$ cat config.mk
export PLATFORM = sky130hd
export DESIGN_NAME = fm_tuner_tune_sequencer_flat
export DESIGN_NICKNAME = d
export VERILOG_FILES = /design/src/hdl/fts_pkg.sv /design/src/hdl/fts_req_if.sv /design/src/hdl/fts_rsp_if.sv /design/src/hdl/fts_csr_if.sv /design/src/hdl/fts_csr.sv /design/src/hdl/fts_step.sv /design/src/hdl/fm_tuner_tune_sequencer.sv /design/src/flat_wrapper.sv
export SDC_FILE = /design/constraint.sdc
export NUM_CORES = 1
export LEC_CHECK = 0
export BUFFER_PORTS_ARGS = -buffer_cell sky130_fd_sc_hd__buf_2
export CAP_MARGIN = 20
export CORE_MARGIN = 8
export CORE_UTILIZATION = 39
export DETAILED_ROUTE_END_ITERATION = 8
export PLACE_DENSITY_LB_ADDON = 0.3
export SLEW_MARGIN = 5
export SYNTH_ARGS = -nofsm -noshare
export SYNTH_HDL_FRONTEND = slang
export SYNTH_SLANG_ARGS = --single-unit
export TNS_END_PERCENT = 50
$ cat constraint.sdc
create_clock -name clock -period 5 [get_ports clock]
set_input_delay 0.25 -clock clock [delete_from_list [all_inputs] [get_ports clock]]
set_output_delay 0.25 -clock clock [all_outputs]
set_load 0.02 [all_outputs]
$ cat src/hdl/fts_pkg.sv
`timescale 1ns / 1ps
`default_nettype none

package fts_pkg;

   // register indexes on the csr channel
   localparam int unsigned CSR_INDEX_W = 2;
   localparam logic [CSR_INDEX_W-1:0] REG_BAND_LOW  = 2'd0;
   localparam logic [CSR_INDEX_W-1:0] REG_BAND_HIGH = 2'd1;
   localparam logic [CSR_INDEX_W-1:0] REG_POLL_LIM  = 2'd2;
   localparam logic [CSR_INDEX_W-1:0] REG_MIN_LEVEL = 2'd3;
   localparam int unsigned CSR_DATA_W = 18;

   localparam logic [17:0] BAND_LOW_RESET  = 18'd87500;
   localparam logic [17:0] BAND_HIGH_RESET = 18'd108000;
   localparam logic [8:0]  POLL_LIM_RESET  = 9'd300;
   localparam logic [3:0]  MIN_LEVEL_RESET = 4'd3;

   // request codes
   localparam logic [1:0] ACT_TUNE       = 2'd0;
   localparam logic [1:0] ACT_WRITE_DONE = 2'd1;
   localparam logic [1:0] ACT_READ_BACK  = 2'd2;

   typedef enum logic [2:0] {
      ST_OK        = 3'd0,
      ST_OUT_RANGE = 3'd1,
      ST_WRITE_ERR = 3'd2,
      ST_READ_ERR  = 3'd3,
      ST_TIMEOUT   = 3'd4,
      ST_WEAK      = 3'd5,
      ST_FRAME     = 3'd6,
      ST_WAITING   = 3'd7
   } status_type;

   typedef enum logic [2:0] {
      PH_IDLE  = 3'b001,
      PH_WRITE = 3'b010,
      PH_POLL  = 3'b100
   } phase_type;

   // pll word = floor((f_khz * 1000 + 225000) / 8192), low 14 bits
   localparam int unsigned HZ_W    = 28;
   localparam logic [9:0]  KHZ_MUL = 10'd1000;
   localparam logic [HZ_W-1:0] IF_HZ = 28'd225000;
   localparam int unsigned PLL_LSB = 13;
   localparam int unsigned PLL_W   = 14;

   localparam logic [7:0] FRAME3 = 8'h10;
   localparam logic [7:0] FRAME4 = 8'h16;
   localparam logic [7:0] FRAME5 = 8'h40;

   typedef struct packed {
      logic [17:0] band_low_khz;
      logic [17:0] band_high_khz;
      logic [8:0]  poll_limit;
      logic [3:0]  min_level;
   } cfg_type;

   typedef struct packed {
      logic [1:0]  action;
      logic [17:0] freq_khz;
      logic        bus_error;
      logic [7:0]  read_byte1;
      logic [7:0]  read_byte2;
      logic [7:0]  read_byte3;
      logic [7:0]  read_byte4;
   } req_type;

   typedef struct packed {
      status_type  status;
      logic [7:0]  frame_byte1;
      logic [7:0]  frame_byte2;
      logic [7:0]  frame_byte3;
      logic [7:0]  frame_byte4;
      logic [7:0]  frame_byte5;
      logic [3:0]  signal_level;
      logic        is_stereo;
      logic [6:0]  if_count;
      logic        band_limit;
      logic [13:0] pll_readback;
      logic [8:0]  polls_taken;
   } rsp_type;

endpackage

`default_nettype wire

$ cat src/hdl/fts_req_if.sv
`timescale 1ns / 1ps
`default_nettype none

interface fts_req_if;
   logic        valid;
   logic        ready;
   logic [1:0]  action;
   logic [17:0] freq_khz;
   logic        bus_error;
   logic [7:0]  read_byte1;
   logic [7:0]  read_byte2;
   logic [7:0]  read_byte3;
   logic [7:0]  read_byte4;

   modport source (
      output valid, action, freq_khz, bus_error,
             read_byte1, read_byte2, read_byte3, read_byte4,
      input  ready
   );
   modport sink (
      input  valid, action, freq_khz, bus_error,
             read_byte1, read_byte2, read_byte3, read_byte4,
      output ready
   );
endinterface

`default_nettype wire

$ cat src/hdl/fts_rsp_if.sv
`timescale 1ns / 1ps
`default_nettype none

interface fts_rsp_if;
   logic        valid;
   logic        ready;
   logic [2:0]  status;
   logic [7:0]  frame_byte1;
   logic [7:0]  frame_byte2;
   logic [7:0]  frame_byte3;
   logic [7:0]  frame_byte4;
   logic [7:0]  frame_byte5;
   logic [3:0]  signal_level;
   logic        is_stereo;
   logic [6:0]  if_count;
   logic        band_limit;
   logic [13:0] pll_readback;
   logic [8:0]  polls_taken;

   modport source (
      output valid, status, frame_byte1, frame_byte2, frame_byte3, frame_byte4,
             frame_byte5, signal_level, is_stereo, if_count, band_limit,
             pll_readback, polls_taken,
      input  ready
   );
   modport sink (
      input  valid, status, frame_byte1, frame_byte2, frame_byte3, frame_byte4,
             frame_byte5, signal_level, is_stereo, if_count, band_limit,
             pll_readback, polls_taken,
      output ready
   );
endinterface

`default_nettype wire

$ cat src/hdl/fts_csr_if.sv
`timescale 1ns / 1ps
`default_nettype none

interface fts_csr_if;
   logic                              valid;
   logic                              ready;
   logic [fts_pkg::CSR_INDEX_W-1:0]   reg_index;
   logic [fts_pkg::CSR_DATA_W-1:0]    write_data;

   modport source (output valid, reg_index, write_data, input ready);
   modport sink   (input  valid, reg_index, write_data, output ready);
endinterface

`default_nettype wire

$ cat src/hdl/fts_csr.sv
`timescale 1ns / 1ps
`default_nettype none

module fts_csr (
   input  wire logic          clock,
   input  wire logic          reset,
   fts_csr_if.sink            csr_ch,
   output fts_pkg::cfg_type   cfg
);

   fts_pkg::cfg_type cfg_ff, cfg_in;

   assign csr_ch.ready = 1'b1;

   always_comb begin
      cfg_in = cfg_ff;
      if (csr_ch.valid) begin
         case (csr_ch.reg_index)
            fts_pkg::REG_BAND_LOW:  cfg_in.band_low_khz  = csr_ch.write_data;
            fts_pkg::REG_BAND_HIGH: cfg_in.band_high_khz = csr_ch.write_data;
            fts_pkg::REG_POLL_LIM:  cfg_in.poll_limit    = csr_ch.write_data[8:0];
            fts_pkg::REG_MIN_LEVEL: cfg_in.min_level     = csr_ch.write_data[3:0];
            default: ;
         endcase
      end
   end

   always_ff @(posedge clock) begin
      if (reset) begin
         cfg_ff.band_low_khz  <= fts_pkg::BAND_LOW_RESET;
         cfg_ff.band_high_khz <= fts_pkg::BAND_HIGH_RESET;
         cfg_ff.poll_limit    <= fts_pkg::POLL_LIM_RESET;
         cfg_ff.min_level     <= fts_pkg::MIN_LEVEL_RESET;
      end else begin
         cfg_ff <= cfg_in;
      end
   end

   assign cfg = cfg_ff;

endmodule

`default_nettype wire

$ cat src/hdl/fts_step.sv
`timescale 1ns / 1ps
`default_nettype none

module fts_step (
   input  wire logic               clock,
   input  wire logic               reset,
   input  wire logic               step_en,
   input  wire fts_pkg::req_type   req,
   input  wire fts_pkg::cfg_type   cfg,
   output fts_pkg::rsp_type        rsp
);

   fts_pkg::phase_type phase_ff, phase_in;
   logic [8:0] poll_cnt_ff, poll_cnt_in;

   logic [fts_pkg::HZ_W-1:0]  hz;
   logic [fts_pkg::PLL_W-1:0] pll;
   logic [8:0]                poll_next;
   logic [3:0]                level;
   logic                      out_of_band;

   assign hz = fts_pkg::HZ_W'(req.freq_khz) * fts_pkg::HZ_W'(fts_pkg::KHZ_MUL)
             + fts_pkg::IF_HZ;
   assign pll         = hz[fts_pkg::PLL_LSB +: fts_pkg::PLL_W];
   assign out_of_band = (req.freq_khz < cfg.band_low_khz) ||
                        (req.freq_khz > cfg.band_high_khz);
   assign poll_next   = poll_cnt_ff + 9'd1;
   assign level       = req.read_byte4[7:4];

   always_comb begin
      rsp         = '0;
      rsp.status  = fts_pkg::ST_WAITING;
      phase_in    = phase_ff;
      poll_cnt_in = poll_cnt_ff;
      case (req.action)
         fts_pkg::ACT_TUNE: begin
            // a tune request always restarts the sequence
            poll_cnt_in = '0;
            if (out_of_band) begin
               rsp.status = fts_pkg::ST_OUT_RANGE;
               phase_in   = fts_pkg::PH_IDLE;
            end else begin
               rsp.status      = fts_pkg::ST_FRAME;
               rsp.frame_byte1 = {2'b00, pll[13:8]};
               rsp.frame_byte2 = pll[7:0];
               rsp.frame_byte3 = fts_pkg::FRAME3;
               rsp.frame_byte4 = fts_pkg::FRAME4;
               rsp.frame_byte5 = fts_pkg::FRAME5;
               phase_in        = fts_pkg::PH_WRITE;
            end
         end
         fts_pkg::ACT_WRITE_DONE: begin
            if (phase_ff == fts_pkg::PH_WRITE) begin
               poll_cnt_in = '0;
               if (req.bus_error) begin
                  rsp.status = fts_pkg::ST_WRITE_ERR;
                  phase_in   = fts_pkg::PH_IDLE;
               end else if (cfg.poll_limit == '0) begin
                  rsp.status = fts_pkg::ST_TIMEOUT;
                  phase_in   = fts_pkg::PH_IDLE;
               end else begin
                  phase_in = fts_pkg::PH_POLL;
               end
            end
         end
         fts_pkg::ACT_READ_BACK: begin
            if (phase_ff == fts_pkg::PH_POLL) begin
               if (req.bus_error) begin
                  rsp.status  = fts_pkg::ST_READ_ERR;
                  phase_in    = fts_pkg::PH_IDLE;
                  poll_cnt_in = '0;
               end else if (req.read_byte1[7]) begin
                  rsp.status       = (level < cfg.min_level) ? fts_pkg::ST_WEAK
                                                             : fts_pkg::ST_OK;
                  rsp.signal_level = level;
                  rsp.is_stereo    = req.read_byte3[7];
                  rsp.if_count     = req.read_byte3[6:0];
                  rsp.band_limit   = req.read_byte1[6];
                  rsp.pll_readback = {req.read_byte1[5:0], req.read_byte2};
                  rsp.polls_taken  = poll_cnt_ff;
                  phase_in         = fts_pkg::PH_IDLE;
                  poll_cnt_in      = '0;
               end else if (poll_next >= cfg.poll_limit) begin
                  rsp.status  = fts_pkg::ST_TIMEOUT;
                  phase_in    = fts_pkg::PH_IDLE;
                  poll_cnt_in = '0;
               end else begin
                  poll_cnt_in = poll_next;
               end
            end
         end
         default: ;
      endcase
   end

   always_ff @(posedge clock) begin
      if (reset) begin
         phase_ff    <= fts_pkg::PH_IDLE;
         poll_cnt_ff <= '0;
      end else if (step_en) begin
         phase_ff    <= phase_in;
         poll_cnt_ff <= poll_cnt_in;
      end
   end

   a_frame_enters_write: assert property (@(posedge clock) disable iff (reset)
      (step_en && rsp.status == fts_pkg::ST_FRAME) |=> phase_ff == fts_pkg::PH_WRITE)
      else $error("frame sent but sequence not waiting for write done");

   a_poll_only_in_poll: assert property (@(posedge clock) disable iff (reset)
      (poll_cnt_ff != '0) |-> phase_ff == fts_pkg::PH_POLL)
      else $error("poll count held outside polling");

   a_idle_after_end: assert property (@(posedge clock) disable iff (reset)
      (step_en && (rsp.status == fts_pkg::ST_OK || rsp.status == fts_pkg::ST_WEAK ||
                   rsp.status == fts_pkg::ST_TIMEOUT))
      |=> (phase_ff == fts_pkg::PH_IDLE && poll_cnt_ff == '0))
      else $error("sequence not closed after final status");

endmodule

`default_nettype wire

$ cat src/hdl/fm_tuner_tune_sequencer.sv
`timescale 1ns / 1ps
`default_nettype none

// pipeline: an accepted request is registered in s1, and its response is registered
// in the output register when that register is free or being read
// throughput: one request per cycle while the response side is ready; the step logic
// reads and updates phase and poll count for one registered request each such cycle
// reset: synchronous; clears the sequence to idle, the poll count to zero and
// the band, poll limit and level registers to their defaults

module fm_tuner_tune_sequencer (
   input  wire logic clock,
   input  wire logic reset,
   fts_req_if.sink   req_ch,
   fts_rsp_if.source rsp_ch,
   fts_csr_if.sink   csr_ch
);

   fts_pkg::cfg_type cfg;
   fts_pkg::rsp_type step_rsp;

   logic             s1_valid_ff, s1_valid_in;
   fts_pkg::req_type s1_req_ff;
   logic             out_valid_ff, out_valid_in;
   fts_pkg::rsp_type out_rsp_ff;

   logic out_take;
   logic step_en;
   logic req_take;

   assign out_take = !out_valid_ff || rsp_ch.ready;
   assign step_en  = s1_valid_ff && out_take;
   assign req_take = !s1_valid_ff || out_take;

   assign req_ch.ready = req_take;
   assign s1_valid_in  = req_take ? req_ch.valid : s1_valid_ff;
   assign out_valid_in = out_take ? s1_valid_ff : out_valid_ff;

   fts_csr u_csr (
      .clock  (clock),
      .reset  (reset),
      .csr_ch (csr_ch),
      .cfg    (cfg)
   );

   fts_step u_step (
      .clock   (clock),
      .reset   (reset),
      .step_en (step_en),
      .req     (s1_req_ff),
      .cfg     (cfg),
      .rsp     (step_rsp)
   );

   always_ff @(posedge clock) begin
      if (reset) begin
         s1_valid_ff  <= 1'b0;
         out_valid_ff <= 1'b0;
      end else begin
         s1_valid_ff  <= s1_valid_in;
         out_valid_ff <= out_valid_in;
      end
   end

   always_ff @(posedge clock) begin
      if (req_take && req_ch.valid) begin
         s1_req_ff.action     <= req_ch.action;
         s1_req_ff.freq_khz   <= req_ch.freq_khz;
         s1_req_ff.bus_error  <= req_ch.bus_error;
         s1_req_ff.read_byte1 <= req_ch.read_byte1;
         s1_req_ff.read_byte2 <= req_ch.read_byte2;
         s1_req_ff.read_byte3 <= req_ch.read_byte3;
         s1_req_ff.read_byte4 <= req_ch.read_byte4;
      end
      if (step_en) begin
         out_rsp_ff <= step_rsp;
      end
   end

   assign rsp_ch.valid        = out_valid_ff;
   assign rsp_ch.status       = out_rsp_ff.status;
   assign rsp_ch.frame_byte1  = out_rsp_ff.frame_byte1;
   assign rsp_ch.frame_byte2  = out_rsp_ff.frame_byte2;
   assign rsp_ch.frame_byte3  = out_rsp_ff.frame_byte3;
   assign rsp_ch.frame_byte4  = out_rsp_ff.frame_byte4;
   assign rsp_ch.frame_byte5  = out_rsp_ff.frame_byte5;
   assign rsp_ch.signal_level = out_rsp_ff.signal_level;
   assign rsp_ch.is_stereo    = out_rsp_ff.is_stereo;
   assign rsp_ch.if_count     = out_rsp_ff.if_count;
   assign rsp_ch.band_limit   = out_rsp_ff.band_limit;
   assign rsp_ch.pll_readback = out_rsp_ff.pll_readback;
   assign rsp_ch.polls_taken  = out_rsp_ff.polls_taken;

   a_step_fills_output: assert property (@(posedge clock) disable iff (reset)
      step_en |=> out_valid_ff)
      else $error("stepped request produced no response");

   a_stalled_request_held: assert property (@(posedge clock) disable iff (reset)
      (s1_valid_ff && !out_take) |=> (s1_valid_ff && $stable(s1_req_ff)))
      else $error("registered request lost during output stall");

   a_frame_fields_clear: assert property (@(posedge clock) disable iff (reset)
      (out_valid_ff && out_rsp_ff.status != fts_pkg::ST_FRAME)
      |-> (out_rsp_ff.frame_byte1 == '0 && out_rsp_ff.frame_byte3 == '0))
      else $error("frame bytes set on a non-frame response");

   a_readback_fields_clear: assert property (@(posedge clock) disable iff (reset)
      (out_valid_ff && out_rsp_ff.status != fts_pkg::ST_OK &&
       out_rsp_ff.status != fts_pkg::ST_WEAK)
      |-> (out_rsp_ff.pll_readback == '0 && out_rsp_ff.polls_taken == '0))
      else $error("read-back fields set without a ready status");

endmodule

`default_nettype wire

$ cat src/flat_wrapper.sv
// flat-port wrapper written by rule: the top's interface ports become plain ports
module fm_tuner_tune_sequencer_flat 
  (clock, reset, req_ch_valid, req_ch_action, req_ch_freq_khz, req_ch_bus_error, req_ch_read_byte1, req_ch_read_byte2, req_ch_read_byte3, req_ch_read_byte4, req_ch_ready, rsp_ch_valid, rsp_ch_status, rsp_ch_frame_byte1, rsp_ch_frame_byte2, rsp_ch_frame_byte3, rsp_ch_frame_byte4, rsp_ch_frame_byte5, rsp_ch_signal_level, rsp_ch_is_stereo, rsp_ch_if_count, rsp_ch_band_limit, rsp_ch_pll_readback, rsp_ch_polls_taken, rsp_ch_ready, csr_ch_valid, csr_ch_reg_index, csr_ch_write_data, csr_ch_ready);
  fts_req_if req_ch_i ();
  fts_rsp_if rsp_ch_i ();
  fts_csr_if csr_ch_i ();
  input  wire logic clock;
  input  wire logic reset;
  input wire logic [$bits(req_ch_i.valid)-1:0] req_ch_valid;
  input wire logic [$bits(req_ch_i.action)-1:0] req_ch_action;
  input wire logic [$bits(req_ch_i.freq_khz)-1:0] req_ch_freq_khz;
  input wire logic [$bits(req_ch_i.bus_error)-1:0] req_ch_bus_error;
  input wire logic [$bits(req_ch_i.read_byte1)-1:0] req_ch_read_byte1;
  input wire logic [$bits(req_ch_i.read_byte2)-1:0] req_ch_read_byte2;
  input wire logic [$bits(req_ch_i.read_byte3)-1:0] req_ch_read_byte3;
  input wire logic [$bits(req_ch_i.read_byte4)-1:0] req_ch_read_byte4;
  output wire logic [$bits(req_ch_i.ready)-1:0] req_ch_ready;
  output wire logic [$bits(rsp_ch_i.valid)-1:0] rsp_ch_valid;
  output wire logic [$bits(rsp_ch_i.status)-1:0] rsp_ch_status;
  output wire logic [$bits(rsp_ch_i.frame_byte1)-1:0] rsp_ch_frame_byte1;
  output wire logic [$bits(rsp_ch_i.frame_byte2)-1:0] rsp_ch_frame_byte2;
  output wire logic [$bits(rsp_ch_i.frame_byte3)-1:0] rsp_ch_frame_byte3;
  output wire logic [$bits(rsp_ch_i.frame_byte4)-1:0] rsp_ch_frame_byte4;
  output wire logic [$bits(rsp_ch_i.frame_byte5)-1:0] rsp_ch_frame_byte5;
  output wire logic [$bits(rsp_ch_i.signal_level)-1:0] rsp_ch_signal_level;
  output wire logic [$bits(rsp_ch_i.is_stereo)-1:0] rsp_ch_is_stereo;
  output wire logic [$bits(rsp_ch_i.if_count)-1:0] rsp_ch_if_count;
  output wire logic [$bits(rsp_ch_i.band_limit)-1:0] rsp_ch_band_limit;
  output wire logic [$bits(rsp_ch_i.pll_readback)-1:0] rsp_ch_pll_readback;
  output wire logic [$bits(rsp_ch_i.polls_taken)-1:0] rsp_ch_polls_taken;
  input wire logic [$bits(rsp_ch_i.ready)-1:0] rsp_ch_ready;
  input wire logic [$bits(csr_ch_i.valid)-1:0] csr_ch_valid;
  input wire logic [$bits(csr_ch_i.reg_index)-1:0] csr_ch_reg_index;
  input wire logic [$bits(csr_ch_i.write_data)-1:0] csr_ch_write_data;
  output wire logic [$bits(csr_ch_i.ready)-1:0] csr_ch_ready;
  assign req_ch_i.valid = req_ch_valid;
  assign req_ch_i.action = req_ch_action;
  assign req_ch_i.freq_khz = req_ch_freq_khz;
  assign req_ch_i.bus_error = req_ch_bus_error;
  assign req_ch_i.read_byte1 = req_ch_read_byte1;
  assign req_ch_i.read_byte2 = req_ch_read_byte2;
  assign req_ch_i.read_byte3 = req_ch_read_byte3;
  assign req_ch_i.read_byte4 = req_ch_read_byte4;
  assign req_ch_ready = req_ch_i.ready;
  assign rsp_ch_valid = rsp_ch_i.valid;
  assign rsp_ch_status = rsp_ch_i.status;
  assign rsp_ch_frame_byte1 = rsp_ch_i.frame_byte1;
  assign rsp_ch_frame_byte2 = rsp_ch_i.frame_byte2;
  assign rsp_ch_frame_byte3 = rsp_ch_i.frame_byte3;
  assign rsp_ch_frame_byte4 = rsp_ch_i.frame_byte4;
  assign rsp_ch_frame_byte5 = rsp_ch_i.frame_byte5;
  assign rsp_ch_signal_level = rsp_ch_i.signal_level;
  assign rsp_ch_is_stereo = rsp_ch_i.is_stereo;
  assign rsp_ch_if_count = rsp_ch_i.if_count;
  assign rsp_ch_band_limit = rsp_ch_i.band_limit;
  assign rsp_ch_pll_readback = rsp_ch_i.pll_readback;
  assign rsp_ch_polls_taken = rsp_ch_i.polls_taken;
  assign rsp_ch_i.ready = rsp_ch_ready;
  assign csr_ch_i.valid = csr_ch_valid;
  assign csr_ch_i.reg_index = csr_ch_reg_index;
  assign csr_ch_i.write_data = csr_ch_write_data;
  assign csr_ch_ready = csr_ch_i.ready;
  fm_tuner_tune_sequencer u_core (.clock(clock), .reset(reset), .req_ch(req_ch_i), .rsp_ch(rsp_ch_i), .csr_ch(csr_ch_i));
endmodule
Word-level counts from Yosys, hierarchy flattened. Index checks and enable logic that the tools add are counted.

Bits in registers: 195. Bits in read-only memories: 0. Input bits: 78. Memory bits (writable): 0. Memories kept: 0. Bits in latches: 0.

Reduce and logical (&&, ||, !) cells: 19. Bitwise operators: 4. Mux-type cells: 26. Div/mod/pow operators: 0. Magnitude comparators: 4. Eq/ne operators: 10. Multipliers: 1. Shift-type cells: 0. $add $sub $neg: 2.

Operator list (count): $mux W9 (5); $mux W3 (14); $add A27 B18 Y27 const B (1); $pmux W9 S3 (1); $mul A18 B7 Y24 const B (1); $mux W21 (1); $gt A18 B18 Y1 (1); $lt A18 B18 Y1 (1); $pmux W3 S3 (2); $add A9 B1 Y9 const B (1); $ge A9 B9 Y1 (1); $logic_not A9 Y1 (1); $reduce_and A2 Y1 (4); $eq A2 B2 Y1 const B (3); $mux W2 (3); $reduce_and A5 Y1 (1); $eq A2 B1 Y1 const B (2); $logic_not A2 Y1 (2); $lt A4 B4 Y1 (1); $ne A2 B2 Y1 const B (2); $ne A4 B2 Y1 const B (1); $not A1 Y1 (4); $reduce_and A4 Y1 (1); $reduce_or A4 Y1 (1); 7 further kinds (11).

Longest topological paths before layout. Gate-level depths: netlist of the first run.

Word-level depth: 7. Depth in mapped cells: 19. Mapped depth without buffers: 18.

Modules after synthesis. From an unflattened synthesis of the first run, not the netlist that was laid out.

Cells, all modules: 1092. Area total of the unflattened synthesis: 12111.6 sq um.

By module, submodules not included: fts_step (area an instance 6019.5 sq um, times used 1, cells an instance 751, sequential area each 240.2 sq um); fm_tuner_tune_sequencer (area an instance 4067.7 sq um, times used 1, cells an instance 142, sequential area each 4003.8 sq um); fts_csr (area an instance 2024.4 sq um, times used 1, cells an instance 199, sequential area each 980.9 sq um).

Worst setup path before layout of the first run. Ideal clock, no wire load.

Kind: flip-flop to flip-flop. Start point: register u_core.s1_req_ff[39] (netlist bit). End point: register u_core.out_rsp_ff, in the netlist u_core.rsp_ch.frame_byte1[5] (data pin). Arrival: 4.901 ns. Path slack: -0.052 ns. Stages on the path, launching flop included: 18. Buffers on the path: 1. Clock period less this slack: 5.052 ns. Path through: edfxtp_1 inv_1 fa_1 fa_1 fa_1 fa_1 inv_1 ha_1 buf_2 and2_1 a221o_2 o31ai_1 o211ai_1 xor2_1 and4_4 o21ai_2 or3_1 a21oi_1.

Longest elaborated chain between the ends: 3.

Ends and longest elaborated chain: start: declaration (line fm_tuner_tune_sequencer.sv:23) `fts_pkg::req_type s1_req_ff;`; parallel branches: the longest is 3 deep, another holds $add A27 B18 Y27; end signal: assignment (line fm_tuner_tune_sequencer.sv:76) `out_rsp_ff <= step_rsp;`; end: declaration (line fm_tuner_tune_sequencer.sv:25) `fts_pkg::rsp_type out_rsp_ff;`.

Parallel ways; which one is timed is not known. A chain may end at the register's enable or synchronous reset.

Worst setup path in the final report of the first run. Same ends and word-level chain as after synthesis.

==> impl_metrics.ini, run 1 <==
[worst_setup_path]
critical-path-top-delay-family = adder cells
cpPeakStageDelay_ps = 510
r2r_slack_ps = 50
path_max_fanout = 5
reg2reg_to = u_core.rsp_ch.frame_byte1[5]
ff2ff_path_depth = 16
cp.arrival_ps = 5250
cp_common_cell = fa_1
worstSetupPathType = reg -> reg
worst_setup_path_start_kind = register
cp.required_ps = 5290
cp-end-kind = register
path_cells = inv_2 > fa_1 > fa_1 > fa_1 > fa_1 > inv_1 > ha_4 > and2_4 > a221o_2 > o31ai_2 > o211ai_1 > xor2_1 > and4_4 > o21ai_4 > or3_1 > a21oi_1
crit-reg2reg-launch = u_core.s1_req_ff[39]
cp_num_buf_inv = 2
cp_slowest_cell = fa_1

[sta]
fin_skew_ps = 11.24
final_hold_viol_count = 0
min_period_ps = 4955
setup_violations = 0
fin_setup_tns_ps = 0
relSlewSlack_pct = 35.74
rsz0062_at_grt = yes
finalCritPeriodShare_pct = 99.10
tightest_slew_ps = 963.8
drv_slew = 0
max_freq_mhz = 201.8

[synth]
synth_flop_cell = edfxtp_1
synth_edf_count = 103
mappedNetlistArea_um2 = 11050
synthArstFlopShare_pct = 0
synth_cell_types = 74
yosysSeqAreaShare_pct = 39.40
synth_warnings = 0
ys_seq_elements = 166
netlist_instances = 1089
synth_area_per_cell_um2 = 10.15

[global_route]
antenna_found_initial = 2
grt_overflow_total = 0
grt_pass1_wl_mm = 41.31
grt_pass1_vias = 8236
grt_max_degree = 64
grt_usage_pct = 15.14

[finish]
drive_above_1_share_pct = 25.24
final_cell_area_um2 = 13990
layout.nets = 1584
area_growth_pct = 26.63
fin_util_pct = 50.24
mostFrequentLayoutCells = 134 x inv_1, 133 x buf_2, 103 x edfxtp_1
final_common_cell = inv_1

[floorplan]
start_util_pct = 39.67
io_pins = 160
die_area_um2 = 33980
die_x_um = 184.3
die_h_um = 184.3
rows = 61
design.core.area_um2 = 27860

[clock_network]
cts.path.max_buffers = 2
cts.sinks = 166
insertion_delay_ps = 430
h-tree-depth = 4
clk_pin_slew_worst_paths_ps = 70
cts_tree = done
clock-root-buffer = clkbuf_16
cts_buffers = 17

[place]
place_hpwl_mm = 19.78
port-buffer-count = 133
place_area_um2 = 12500
place.gp.congestion = 0.8297

[drt]
wl_per_cell_um = 14.95
viasPerCell = 4.792
drt_iter0_drc = 400
num_vias = 8291
dr.pass1.iters = 5
ant_nets = 0
routed_wl_mm = 25.86
drc_errors = 0

[power_and_ir_drop]
p_per_area_nw_per_um2 = 573.2
leakage_nw = 6.184
ir_drop_uv = 389.6
total_power_mw = 8.022

[hold_path]
min_path_cells = 2
hp-class = in -> reg
hold_end = u_core.u_csr.cfg[43]
hold_start = csr_ch_write_data[12]

[run_status]
outcome = completed

[run]
maxCapViolCount = 0
-- report_power, final --
part	total, mW	internal, mW	switching [mW]
clock network	1.30	0.700	0.596
registers	1.57	1.54	0.0278
logic	5.16	2.51	2.65
-- per-layer routing --
layer	share of wire (%)	vias up	routed length, um	global-route usage, %
li1	-	4178	-	-
met1	44	3943	11420	18.76
met2	50	146	13020	26.38
met3	4.0	24	1039	2.875
met4	1.5	0	383	4.518
met5	0	-	0	0
-- flip-flops by register name, summed over array words and instances, names as in the netlist --
signal	count
u_core.rsp_ch.frame_byte1	6
u_core.s1_req_ff	49
u_core.u_step.phase_ff	3
u_core.rsp_ch.status	3
u_core.rsp_ch.signal_level	4
u_core.rsp_ch.frame_byte2	8
u_core.rsp_ch.polls_taken	9
u_core.rsp_ch.valid	1
u_core.rsp_ch.frame_byte4	1
u_core.s1_valid_ff	1
u_core.rsp_ch.pll_readback	14
u_core.rsp_ch.is_stereo	1
u_core.u_csr.cfg	49
u_core.rsp_ch.band_limit	1
u_core.rsp_ch.if_count	7
u_core.u_step.poll_cnt_ff	9
-- kinds of logic (layout without fill, tap and decap cells) --
kind of cell | after synthesis | in the layout | share of synthesized area, %
mux | 4 | 4 | 0.3623
xor+xnor | 27 | 27 | 2.310
buf+inv | 209 | 451 | 8.095
flops | 166 | 166 | 39.40
other cells | 2 | 23 | 0.06795
simple gates | 308 | 308 | 14.11
compound gates | 206 | 206 | 12.54
fa+ha+maj | 167 | 167 | 23.12
-- per-stage QoR --
| step | setup WS [ps] | instances | hold slack, ps |
|---|---|---|---|
| 6_report | 45.09 | 1730 | 34.34 |
| 5_1_grt | -103.4 | 1730 | 16.23 |
| 4_1_cts | -4.473 | 1713 | 17.71 |
| 3_5_place_dp | -116.5 | 1632 | 428.2 |
| 3_3_place_gp | 4.470 | 1632 | 427.3 |
| 2_1_floorplan | 8.665 | 1109 | 348.9 |
-- worst max-delay path by stage --
stage	from	to	depth (start not counted)
6_report	u_core.s1_req_ff[39]	u_core.rsp_ch.frame_byte1[5]	16
5_1_grt	u_core.s1_req_ff[34]	u_core.rsp_ch.frame_byte1[3]	17
4_1_cts	u_core.s1_req_ff[43]	u_core.rsp_ch.frame_byte1[5]	17
3_5_place_dp	u_core.s1_req_ff[34]	u_core.rsp_ch.frame_byte1[4]	16
3_3_place_gp	u_core.s1_req_ff[44]	u_core.rsp_ch.frame_byte1[5]	17
2_1_floorplan	u_core.s1_req_ff[34]	u_core.rsp_ch.frame_byte1[0]	17
-- Yosys cell counts, types with 7 or more instances --
cell type / n / area, um2
nor2_1: 64 / 240.2
clkbuf_1: 26 / 97.59
xor2_1: 15 / 131.4
inv_1: 149 / 559.3
a211o_1: 19 / 166.4
a21o_1: 17 / 127.6
buf_4: 27 / 202.7
a21oi_1: 69 / 345.3
nand3b_1: 11 / 82.58
and3_1: 10 / 62.56
o31ai_1: 8 / 60.06
nand2_1: 98 / 367.9
nor3_1: 11 / 55.05
nor2b_1: 10 / 62.56
and2_1: 43 / 269.0
dfxtp_1: 63 / 1261
o21ai_0: 28 / 140.1
xnor2_1: 11 / 96.34
o211ai_1: 10 / 75.07
nand2b_1: 9 / 56.30
edfxtp_1: 103 / 3093
nand4_1: 12 / 75.07
nand3_1: 15 / 75.07
fa_1: 62 / 1241
ha_1: 105 / 1314
o21ai_1: 7 / 35.03
buf_2: 7 / 35.03
-- final cells by class --
| class | count | area (um2) |
|---|---|---|
| Fill cell | 2541 | 13860 |
| Multi-Input combinational cell | 734 | 6206 |
| Sequential cell | 166 | 4354 |
| Timing Repair Buffer | 271 | 1829 |
| Inverter | 149 | 561.8 |
| Tap cell | 378 | 473.0 |
| Clock buffer | 18 | 429.2 |
| Clock inverter | 13 | 138.9 |
| Antenna cell | 1 | 2.502 |
-- what timing repair did --
item / in CTS / in global routing
hold buffers: 45 / 0
endpoints found under the hold margin: 45 / 0
pin swaps: 5 / 40
setup buffers: 5 / 16
gates resized for setup: 11 / 59
setup endpoints to repair: 9 / 10
Power figures use the tool's default switching activity.
==> inputs of run 2 (changes only) <==
--- a/config.mk
+++ b/config.mk
@@ -7,11 +7,11 @@
 export LEC_CHECK = 0
 export BUFFER_PORTS_ARGS = -buffer_cell sky130_fd_sc_hd__buf_2
 export CAP_MARGIN = 20
-export CORE_MARGIN = 8
+export CORE_MARGIN = 1
 export CORE_UTILIZATION = 39
 export DETAILED_ROUTE_END_ITERATION = 8
-export PLACE_DENSITY_LB_ADDON = 0.3
-export SLEW_MARGIN = 5
+export PLACE_DENSITY = 0.67
+export SLEW_MARGIN = 20
 export SYNTH_ARGS = -nofsm -noshare
 export SYNTH_HDL_FRONTEND = slang
 export SYNTH_SLANG_ARGS = --single-unit
==> impl_metrics.ini, run 2 (same netlist as run 1, synthesis figures left out) <==
[sta]
rsz0062_at_grt = yes
drv_slew = 0
worst_slack_ps = -9.892
setup_violations = 1
max_freq_mhz = 199.6
finalCritPeriodShare_pct = 100.2
tightest_slew_ps = 994.9
final_hold_viol_count = 0
relSlewSlack_pct = 33.68
fin_skew_ps = 11.05
min_period_ps = 5010

[drt]
routed_wl_mm = 24.73
dr.pass1.iters = 5
drc_errors = 0
num_vias = 8303
drt_iter0_drc = 341
viasPerCell = 4.777
wl_per_cell_um = 14.23
ant_nets = 0

[floorplan]
design.core.area_um2 = 27860
io_pins = 160
die_area_um2 = 29020
die_h_um = 170.3
start_util_pct = 39.67
die_x_um = 170.3
rows = 61

[place]
place.gp.congestion = 0.8731
place_inst = 1633
place_area_um2 = 12510
place_hpwl_mm = 18.39
port-buffer-count = 133

[worst_setup_path]
cp.required_ps = 5300
cp.arrival_ps = 5310
worst_setup_path_start_kind = register
cp-end-kind = register
path_max_fanout = 4
r2r_slack_ps = -10
worstSetupPathType = reg -> reg
ff2ff_path_depth = 18

[clock_network]
insertion_delay_ps = 440
clk_pin_slew_worst_paths_ps = 70
cts_buffers = 17
h-tree-depth = 4
cts.path.max_buffers = 2
cts_tree = done
cts.sinks = 166
clock-root-buffer = clkbuf_16

[finish]
fillers = 2545
drive_above_1_share_pct = 24.21
fin_cells = 1738
layout.nets = 1591
mostFrequentLayoutCells = 135 x inv_1, 133 x buf_2, 103 x edfxtp_1
final_common_cell = inv_1
final_cell_area_um2 = 13940
area_growth_pct = 26.12

[global_route]
grt_overflow_total = 0
grt_max_degree = 64
antenna_found_initial = 0
grt_pass1_wl_mm = 39.49
grt_pass1_vias = 8193
grt_usage_pct = 17.36

[power_and_ir_drop]
p_int_mw = 4.768
switching_power_mw = 3.256
power.share.switching_pct = 40.57
leakage_nw = 6.246
p_comb_share_pct = 64.6
ir_drop_uv = 423.0
power_frac_seq_pct = 19.6
p_per_area_nw_per_um2 = 575.7
clock_power_share_pct = 15.8

[run_status]
outcome = finished, violations left
failed_checks = setup timing

[hold_path]
min_path_cells = 2
hp-class = in -> reg

[run]
maxCapViolCount = 0
-- run 2: cell types whose count changed in the layout (fill, tap and decap cells not counted), sizes merged --
cell | before | now
buf | 226 | 231
bufinv | 1 | 0
clkbuf | 18 | 21
clkinv | 2 | 5
clkinvlp | 3 | 0
dlygate4sd3 | 45 | 47
inv | 156 | 155
-- run 2: final cells by class --
class	count	area, um2	share of cell area, %
Sequential cell	166	4354	31.24
Inverter	149	559.3	4.013
Timing Repair Buffer	278	1898	13.62
Tap cell	378	473.0	3.393
Clock inverter	11	90.09	0.6463
Clock buffer	21	461.7	3.312
Antenna cell	1	2.502	0.01795
Multi-Input combinational cell	734	6100	43.76
-- run 2: power by group through the flow --
stage	Clock (mW)	Sequential (mW)	Combinational (mW)
global route	1.33	1.58	5.71
detailed placement	0	1.60	4.29
CTS	1.29	1.57	4.56
floorplan	0	1.64	2.95
global placement	0	1.60	4.22
finish	1.27	1.57	5.19
-- run 2: worst max-delay path, cell delays in order (launching register included) --
cell      delay (ps)
edfxtp_1         400
inv_2            120
buf_6            100
fa_1             420
fa_1             540
fa_1             440
fa_1             560
inv_2             50
ha_4             220
and2_4           160
a221o_2          390
buf_6            130
o21bai_1         150
xor2_1           290
a21boi_2         220
buf_6            130
o21ai_4           60
or3_4            390
a21oi_2          110
-- run 2: timing repair --
action	4_1_cts	5_1_grt
endpoints found under the hold margin	47	0
pin swaps	21	38
buffers inserted	11	14
setup endpoints to repair	5	11
hold buffers	47	0
resized for setup	16	38
-- run 2: per-stage QoR --
step | hold WS [ps] | utilization, % | worst slack, ps | power, mW | TNS (ps)
3_5_place_dp | 428.3 | 44.89 | -89.44 | 5.893 | -202.4
4_1_cts | 13.96 | 49.07 | -8.954 | 7.423 | -8.954
6_report | 30.39 | 50.03 | -9.892 | 8.024 | -9.892
5_1_grt | 18.52 | 50.02 | -211.5 | 8.626 | -1304
3_3_place_gp | 427.4 | 44.89 | -8.313 | 5.818 | -8.313
2_1_floorplan | 348.9 | - | 8.665 | 4.595 | 0
-- run 2: worst paths after layout --
kind / start / to
max: u_core.s1_req_ff[38] / u_core.rsp_ch.frame_byte1[5]
min: csr_ch_write_data[16] / u_core.u_csr.cfg[47]
max reg2reg: u_core.s1_req_ff[38] / u_core.rsp_ch.frame_byte1[5]
min reg2reg: u_core.u_csr.cfg[36] / u_core.u_csr.cfg[36]
-- run 2: routing by layer --
layer  vias up  global-route usage (%)  share of wire (%)
li1       4198                       -                  -
met1      3938                   22.05                 46
met2       133                   29.35                 49
met3        34                   2.884                3.0
met4         0                   6.933                2.1
met5         -                       0                  0
